==> src/design/epmp_pkg.sv <==
`timescale 1ns / 1ps

package epmp_pkg;

   localparam int EaseDepth       = 1024;
   localparam int EaseIdxBits     = $clog2(EaseDepth);
   localparam int EaseWidth       = 16;
   localparam int EaseFullWidth   = EaseWidth + 1;
   localparam int ProgFracBits    = 16;
   localparam int ProgWidth       = ProgFracBits + 1;
   localparam int PosWidth        = 32;
   localparam int ProdWidth       = PosWidth + EaseFullWidth + 1;
   localparam int StepWidth       = 17;
   localparam int DwellWidth      = 16;
   localparam int DwellCntWidth   = 17;
   localparam int CsrIdxWidth     = 3;
   localparam int CsrDataWidth    = 32;
   localparam int Axes            = 3;

   localparam logic [ProgWidth-1:0]     ProgOne   = ProgWidth'(1) << ProgFracBits;
   localparam logic [EaseFullWidth-1:0] EaseOne   = EaseFullWidth'(1) << EaseWidth;
   localparam logic [StepWidth-1:0]     StepReset = StepWidth'(656);

   localparam logic [63:0] PiQ30      = 64'd3373259426;
   localparam logic [63:0] EaseRomDiv = 64'(2 * EaseDepth);
   localparam logic [63:0] EaseRomRnd = 64'(EaseDepth);

   typedef enum logic [CsrIdxWidth-1:0] {
      CSR_START_X       = 3'd0,
      CSR_START_Y       = 3'd1,
      CSR_START_Z       = 3'd2,
      CSR_GOAL_X        = 3'd3,
      CSR_GOAL_Y        = 3'd4,
      CSR_GOAL_Z        = 3'd5,
      CSR_PROGRESS_STEP = 3'd6,
      CSR_DWELL_TICKS   = 3'd7
   } csr_index_type;

   typedef enum logic [1:0] {
      POS_HOLD  = 2'd0,
      POS_START = 2'd1,
      POS_BLEND = 2'd2
   } pos_op_type;

   typedef struct packed {
      pos_op_type op;
      logic       moving;
      logic       returning;
   } stage_ctl_type;

   // round(65536 * sin^2(x)), x in Q30 radians below pi/2, Taylor series
   function automatic logic [EaseWidth-1:0] sin_sq_q16(input logic [63:0] x);
      logic [63:0] x2;
      logic [63:0] term;
      logic signed [63:0] sum;
      logic [63:0] prod;
      logic [63:0] v;
      x2   = (x * x) >> 30;
      term = x;
      sum  = $signed(x);
      for (int k = 1; k <= 5; k++) begin
         prod = (term * x2) >> 30;
         case (k)
            1: term = prod / 64'd6;
            2: term = prod / 64'd20;
            3: term = prod / 64'd42;
            4: term = prod / 64'd72;
            default: term = prod / 64'd110;
         endcase
         if ((k % 2) == 1) begin
            sum = sum - $signed(term);
         end else begin
            sum = sum + $signed(term);
         end
      end
      if (sum < 0) begin
         sum = '0;
      end
      v = ($unsigned(sum) * $unsigned(sum) + (64'd1 << 43)) >> 44;
      if (v > 64'd65535) begin
         v = 64'd65535;
      end
      return v[EaseWidth-1:0];
   endfunction

   function automatic logic [EaseDepth*EaseWidth-1:0] ease_rom_image();
      logic [EaseDepth*EaseWidth-1:0] img;
      logic [63:0] x;
      img = '0;
      for (int i = 0; i < EaseDepth; i++) begin
         x = (PiQ30 * 64'(i) + EaseRomRnd) / EaseRomDiv;
         img[i*EaseWidth +: EaseWidth] = sin_sq_q16(x);
      end
      return img;
   endfunction

endpackage

==> src/design/epmp_axis_blend.sv <==
`timescale 1ns / 1ps

module epmp_axis_blend (
   input  logic                                   clock,
   input  logic                                   load,
   input  logic signed [epmp_pkg::PosWidth-1:0]   start_pos,
   input  logic signed [epmp_pkg::PosWidth-1:0]   goal_pos,
   input  logic [epmp_pkg::EaseFullWidth-1:0]     ease,
   output logic signed [epmp_pkg::PosWidth-1:0]   blend_pos
);

   localparam int SumWidth = epmp_pkg::ProdWidth + 1;

   logic signed [epmp_pkg::ProdWidth-1:0] prod_start_ff;
   logic signed [epmp_pkg::ProdWidth-1:0] prod_goal_ff;
   logic [epmp_pkg::EaseFullWidth-1:0]    wt_start;
   logic signed [SumWidth-1:0]            sum;

   assign wt_start = epmp_pkg::EaseOne - ease;

   always_ff @(posedge clock) begin
      if (load) begin
         prod_start_ff <= epmp_pkg::ProdWidth'(start_pos)
                        * epmp_pkg::ProdWidth'($signed({1'b0, wt_start}));
         prod_goal_ff  <= epmp_pkg::ProdWidth'(goal_pos)
                        * epmp_pkg::ProdWidth'($signed({1'b0, ease}));
      end
   end

   // floor((a*(1-e) + b*e + half) / 2^16)
   assign sum = SumWidth'(prod_start_ff) + SumWidth'(prod_goal_ff)
              + SumWidth'(32768);
   assign blend_pos = sum[epmp_pkg::PosWidth+15:16];

endmodule

==> config.mk <==
export PLATFORM = sky130hd
export DESIGN_NAME = epmp_axis_blend
export DESIGN_NICKNAME = d
export VERILOG_FILES = /design/src/design/epmp_pkg.sv /design/src/design/epmp_axis_blend.sv
export SDC_FILE = /design/constraint.sdc
export NUM_CORES = 2
export LEC_CHECK = 0
export ABC_CLOCK_PERIOD_IN_PS = 7530
export BUFFER_PORTS_ARGS = -buffer_cell sky130_fd_sc_hd__buf_2
export CORE_UTILIZATION = 60
export CTS_CLUSTER_SIZE = 16
export DETAILED_ROUTE_END_ITERATION = 6
export GPL_TIMING_DRIVEN = 0
export MAX_ROUTING_LAYER = met4
export PLACE_DENSITY_LB_ADDON = 0.25
export SYNTH_ARGS = -nofsm -noshare
export SYNTH_HDL_FRONTEND = slang
export SYNTH_SLANG_ARGS = --single-unit
==> constraint.sdc <==
create_clock -name clock -period 7.53 [get_ports clock]
set_clock_uncertainty 0.1 [all_clocks]
set_input_delay 0.3765 -clock clock [delete_from_list [all_inputs] [get_ports clock]]
set_output_delay 0.3765 -clock clock [all_outputs]
set_load 0.01 [all_outputs]
Word-level counts from Yosys, hierarchy flattened. Cells that the tools add are included.

Register bits: 96. Input port bits: 83.

Add/subtract/negate cells: 3. Multipliers: 2.

Operators by type and width (number): $mul A32 B18 Y48 (2); $add A48 B17 Y48 const B (1); $add A48 B48 Y48 (1); $sub A17 B17 Y17 const A (1).

Longest topological paths before layout.
Depth after elaboration: 2. Depth in mapped cells: 33.

Worst setup path after synthesis. OpenSTA, ideal clock, no wires.

Path kind: in2reg. Start point: input port ease[0] in the netlist's numbering. End point: register prod_start_ff[44] in the netlist's numbering, data pin. Library setup time: 261 ps. Arrival time: 7309 ps. Required time: 7169 ps. Slack: -140 ps. Cell stages on the path: 30. Buffers on the path: 3. Cells stage by stage: clkbuf_1 clkbuf_1 inv_1 ha_1 nand3_1 nor3_1 xnor2_1 clkbuf_1 nand2_1 fa_1 inv_1 fa_1 fa_1 fa_1 fa_1 inv_1 fa_1 inv_1 ha_1 a21o_1 a21o_1 a21o_1 a21o_1 a211oi_1 nand2_1 a21oi_1 o21bai_1 and2_1 a21bo_2 o311a_1.

Cells in the longest elaborated chain, start to end: 2.

RTL lines: start, declared (line epmp_axis_blend.sv:8) `input logic [epmp_pkg::EaseFullWidth-1:0] ease,`; $sub A17 B17 Y17 (line epmp_axis_blend.sv:19) `assign wt_start = epmp_pkg::EaseOne - ease;`; $mul A32 B18 Y48 (line epmp_axis_blend.sv:24) `* epmp_pkg::ProdWidth'($signed({1'b0, wt_start}));`; end signal, assigned (line epmp_axis_blend.sv:23) `prod_start_ff <= epmp_pkg::ProdWidth'(start_pos)`; end, declared (line epmp_axis_blend.sv:14) `logic signed [epmp_pkg::ProdWidth-1:0] prod_start_ff;`.

Every way passes these cells. A chain may end at the register's enable or synchronous reset.

Worst setup path after layout.
Start point: input port ease[2] in the netlist's numbering. End point: register prod_start_ff[44] in the netlist's numbering, data pin.

Same word-level chain as after synthesis.

==> results.sh <==
export IMPL_coreArea_mm2=0.06883
export IMPL_fmax_mhz=132.3
export IMPL_grt_pass1_vias=33380
export IMPL_cts_made_buffers=9
export IMPL_violations="setup timing"
export IMPL_drt_iter0_drc=2491
export IMPL_synth_seq_cells=96
export IMPL_syn_cell_area_mm2=0.04188
export IMPL_crit_type="primary input to register"
export IMPL_end_kind="register"
export IMPL_yosysMostFrequentCell="inv_1"
export IMPL_io_buffers=98
export IMPL_synthTopCellsByArea="fa_1 (49%), inv_1 (10%), ha_1 (9.5%), edfxtp_1 (6.9%), nand2_1 (6.4%)"
export IMPL_die_y_um=266.2
export IMPL_drtPass1Iterations=6
export IMPL_vias=31600
export IMPL_grt_ovfl_total=0
export IMPL_grt_pass1_wl_um=181300
export IMPL_netlist_top_cell_by_area="fa_1"
export IMPL_start_util_pct=60.84
export IMPL_ant_nets=0
export IMPL_synth_edf_count=96
export IMPL_cpMaxStageDelayCell="fa_1"
export IMPL_layout_nets=6137
export IMPL_avgSynthCellArea_um2=9.240
export IMPL_async_reset_ff_share_pct=0
export IMPL_setup_viol=1
export IMPL_max_clock_path_buffers=2
export IMPL_cp_slowest_stage_delay_ns=0.57
export IMPL_slew_headroom_pct=32.36
export IMPL_wl_um=115300
export IMPL_grt_antenna_before_repair=4
export IMPL_worst_pin_slew_ns=1.015
export IMPL_cap_violations=0
export IMPL_wire_per_inst_um=20.36
export IMPL_synth_seq_area_share_pct=6.884
export IMPL_num_rows=96
export IMPL_grt_max_degree=75
export IMPL_synthDistinctLibCells=60
export IMPL_synth_nets=5951
export IMPL_hold_viol_final=0
export IMPL_layout_drive_gt1_share_pct=8.427
export IMPL_cp_max_fo=10
export IMPL_fin_ws_ns=-0.03094
export IMPL_min_period_ns=7.561
export IMPL_rsz0062_at_grt="yes"
export IMPL_gp_congestion=0.9798
export IMPL_die_width_um=266.2
export IMPL_final_max_slew_viol_count=0
export IMPL_tritoncts="done"
export IMPL_syn_inst=4532
export IMPL_place_area_mm2=0.04358
export IMPL_hp_class="primary input to register"
export IMPL_crit_top_cell="fa_1"
export IMPL_synth_top_area_share_pct=48.67
export IMPL_grt_usage_pct=35.07
export IMPL_finalCritPeriodShare_pct=100.4
export IMPL_yosysWarningCount=0
export IMPL_startpoint_type="primary input"
export IMPL_cts_root_buffer="clkbuf_16"
export IMPL_htree_levels=3
export IMPL_worst_endpoint_required_ns=7.55
export IMPL_critical_path_arrival_ns=7.58
export IMPL_drcViolationCount=0
export IMPL_design_area_mm2=0.04594
export IMPL_cts_reportedPaths_clkPinSlew_ns=0.08
export IMPL_io_pins=115
export IMPL_cts_sinks=96
export IMPL_die_area_mm2=0.07085
export IMPL_dp_hpwl_um=94710
export IMPL_synth_common_cells="inv_1 (1135), fa_1 (1018), nand2_1 (714), and2_1 (399), ha_1 (318)"
export IMPL_setup_tns_ns=-0.03094
export IMPL_status="complete, but fails checks"
export IMPL_syn2layout_area_growth_pct=9.693
export IMPL_cts_hold_buf=0
export IMPL_synthFlopType="edfxtp_1"
export IMPL_vias_per_cell=5.581
==> path summary, 6_finish.rpt <==
check         from                 to  slack, ns  depth (start not counted)
min    goal_pos[0]    prod_goal_ff[0]       0.34                          2
max        ease[2]  prod_start_ff[44]      -0.03                         29
==> critical path, delay by kind of cell <==
kind            cells  cell delay [ns]
compound gates      9             1.73
xor+xnor            1             0.24
fa+ha+maj           7             3.29
simple gates        6             1.05
buf+inv             6             0.86
==> sequential cells by signal, summed over array words and instances, names as in the netlist <==
register / flops
prod_start_ff: 48
prod_goal_ff: 48
==> area by class of cell <==
type,count,area (um2)
Clock inverter,7,85.08
Sequential cell,96,2883
Multi-Input combinational cell,3106,34830
Tap cell,931,1165
Antenna cell,8,20.02
Fill cell,5455,22890
Buffer,189,1195
Clock buffer,9,225.2
Timing Repair Buffer,181,1266
Inverter,1135,4263
==> repair_timing <==
action,in CTS,in global routing
endpoints found under the hold margin,0,0
gates resized for setup,220,153
endpoints found under the setup margin,43,26
gates cloned,1,0
pin swaps,41,76
buffers inserted,51,30
==> per-layer routing <==
metal / wire length, um / global-route usage, % / part of all wire [%]
met5: 0 / - / 0
met1: 44390 / 45.22 / 39
met3: 10930 / 6.442 / 9.5
met2: 54260 / 54.83 / 47
met4: 5698 / 14.62 / 4.9
==> cell families (layout without fill, tap and decap cells) <==
kind of cell	after synthesis	after routing	share of synthesized area, %
adder cells (fa/ha/maj)	1336	1336	58.17
buffers and inverters	1330	1521	11.92
AND/OR/NAND/NOR	1305	1305	14.90
AO/OA/AOI/OAI	313	313	4.945
XOR/XNOR	151	151	3.158
flip-flops	96	96	6.884
multiplexers	1	1	0.02390
other	0	8	0
==> per-stage QoR <==
step                      setup slack (ns)  instances  hold slack, ns  util (%)
after floorplan                    0.02877       4532          0.3890         -
final                             -0.03094       5662          0.3371     66.74
after global routing               -0.1645       5657          0.3448     66.72
after detailed placement            -2.467       5562          0.7099     63.31
after global placement              -2.470       5561          0.7076     63.27
after CTS                         0.003457       5629          0.3329     65.85
==> layout by cell type (no fill, tap or decap), types with 67 or more instances in the layout <==
| cell type | n |
|---|---|
| inv_1 | 1126 |
| fa_1 | 1005 |
| nand2_1 | 706 |
| and2_1 | 398 |
| ha_1 | 300 |
| clkbuf_1 | 107 |
| buf_2 | 99 |
| edfxtp_1 | 96 |
| xnor2_1 | 92 |
| a21oi_1 | 76 |
| buf_4 | 73 |
| a21o_1 | 67 |
Power is not shown: default switching activity piles up to over one toggle a cycle in this logic, so the estimate is an artifact.
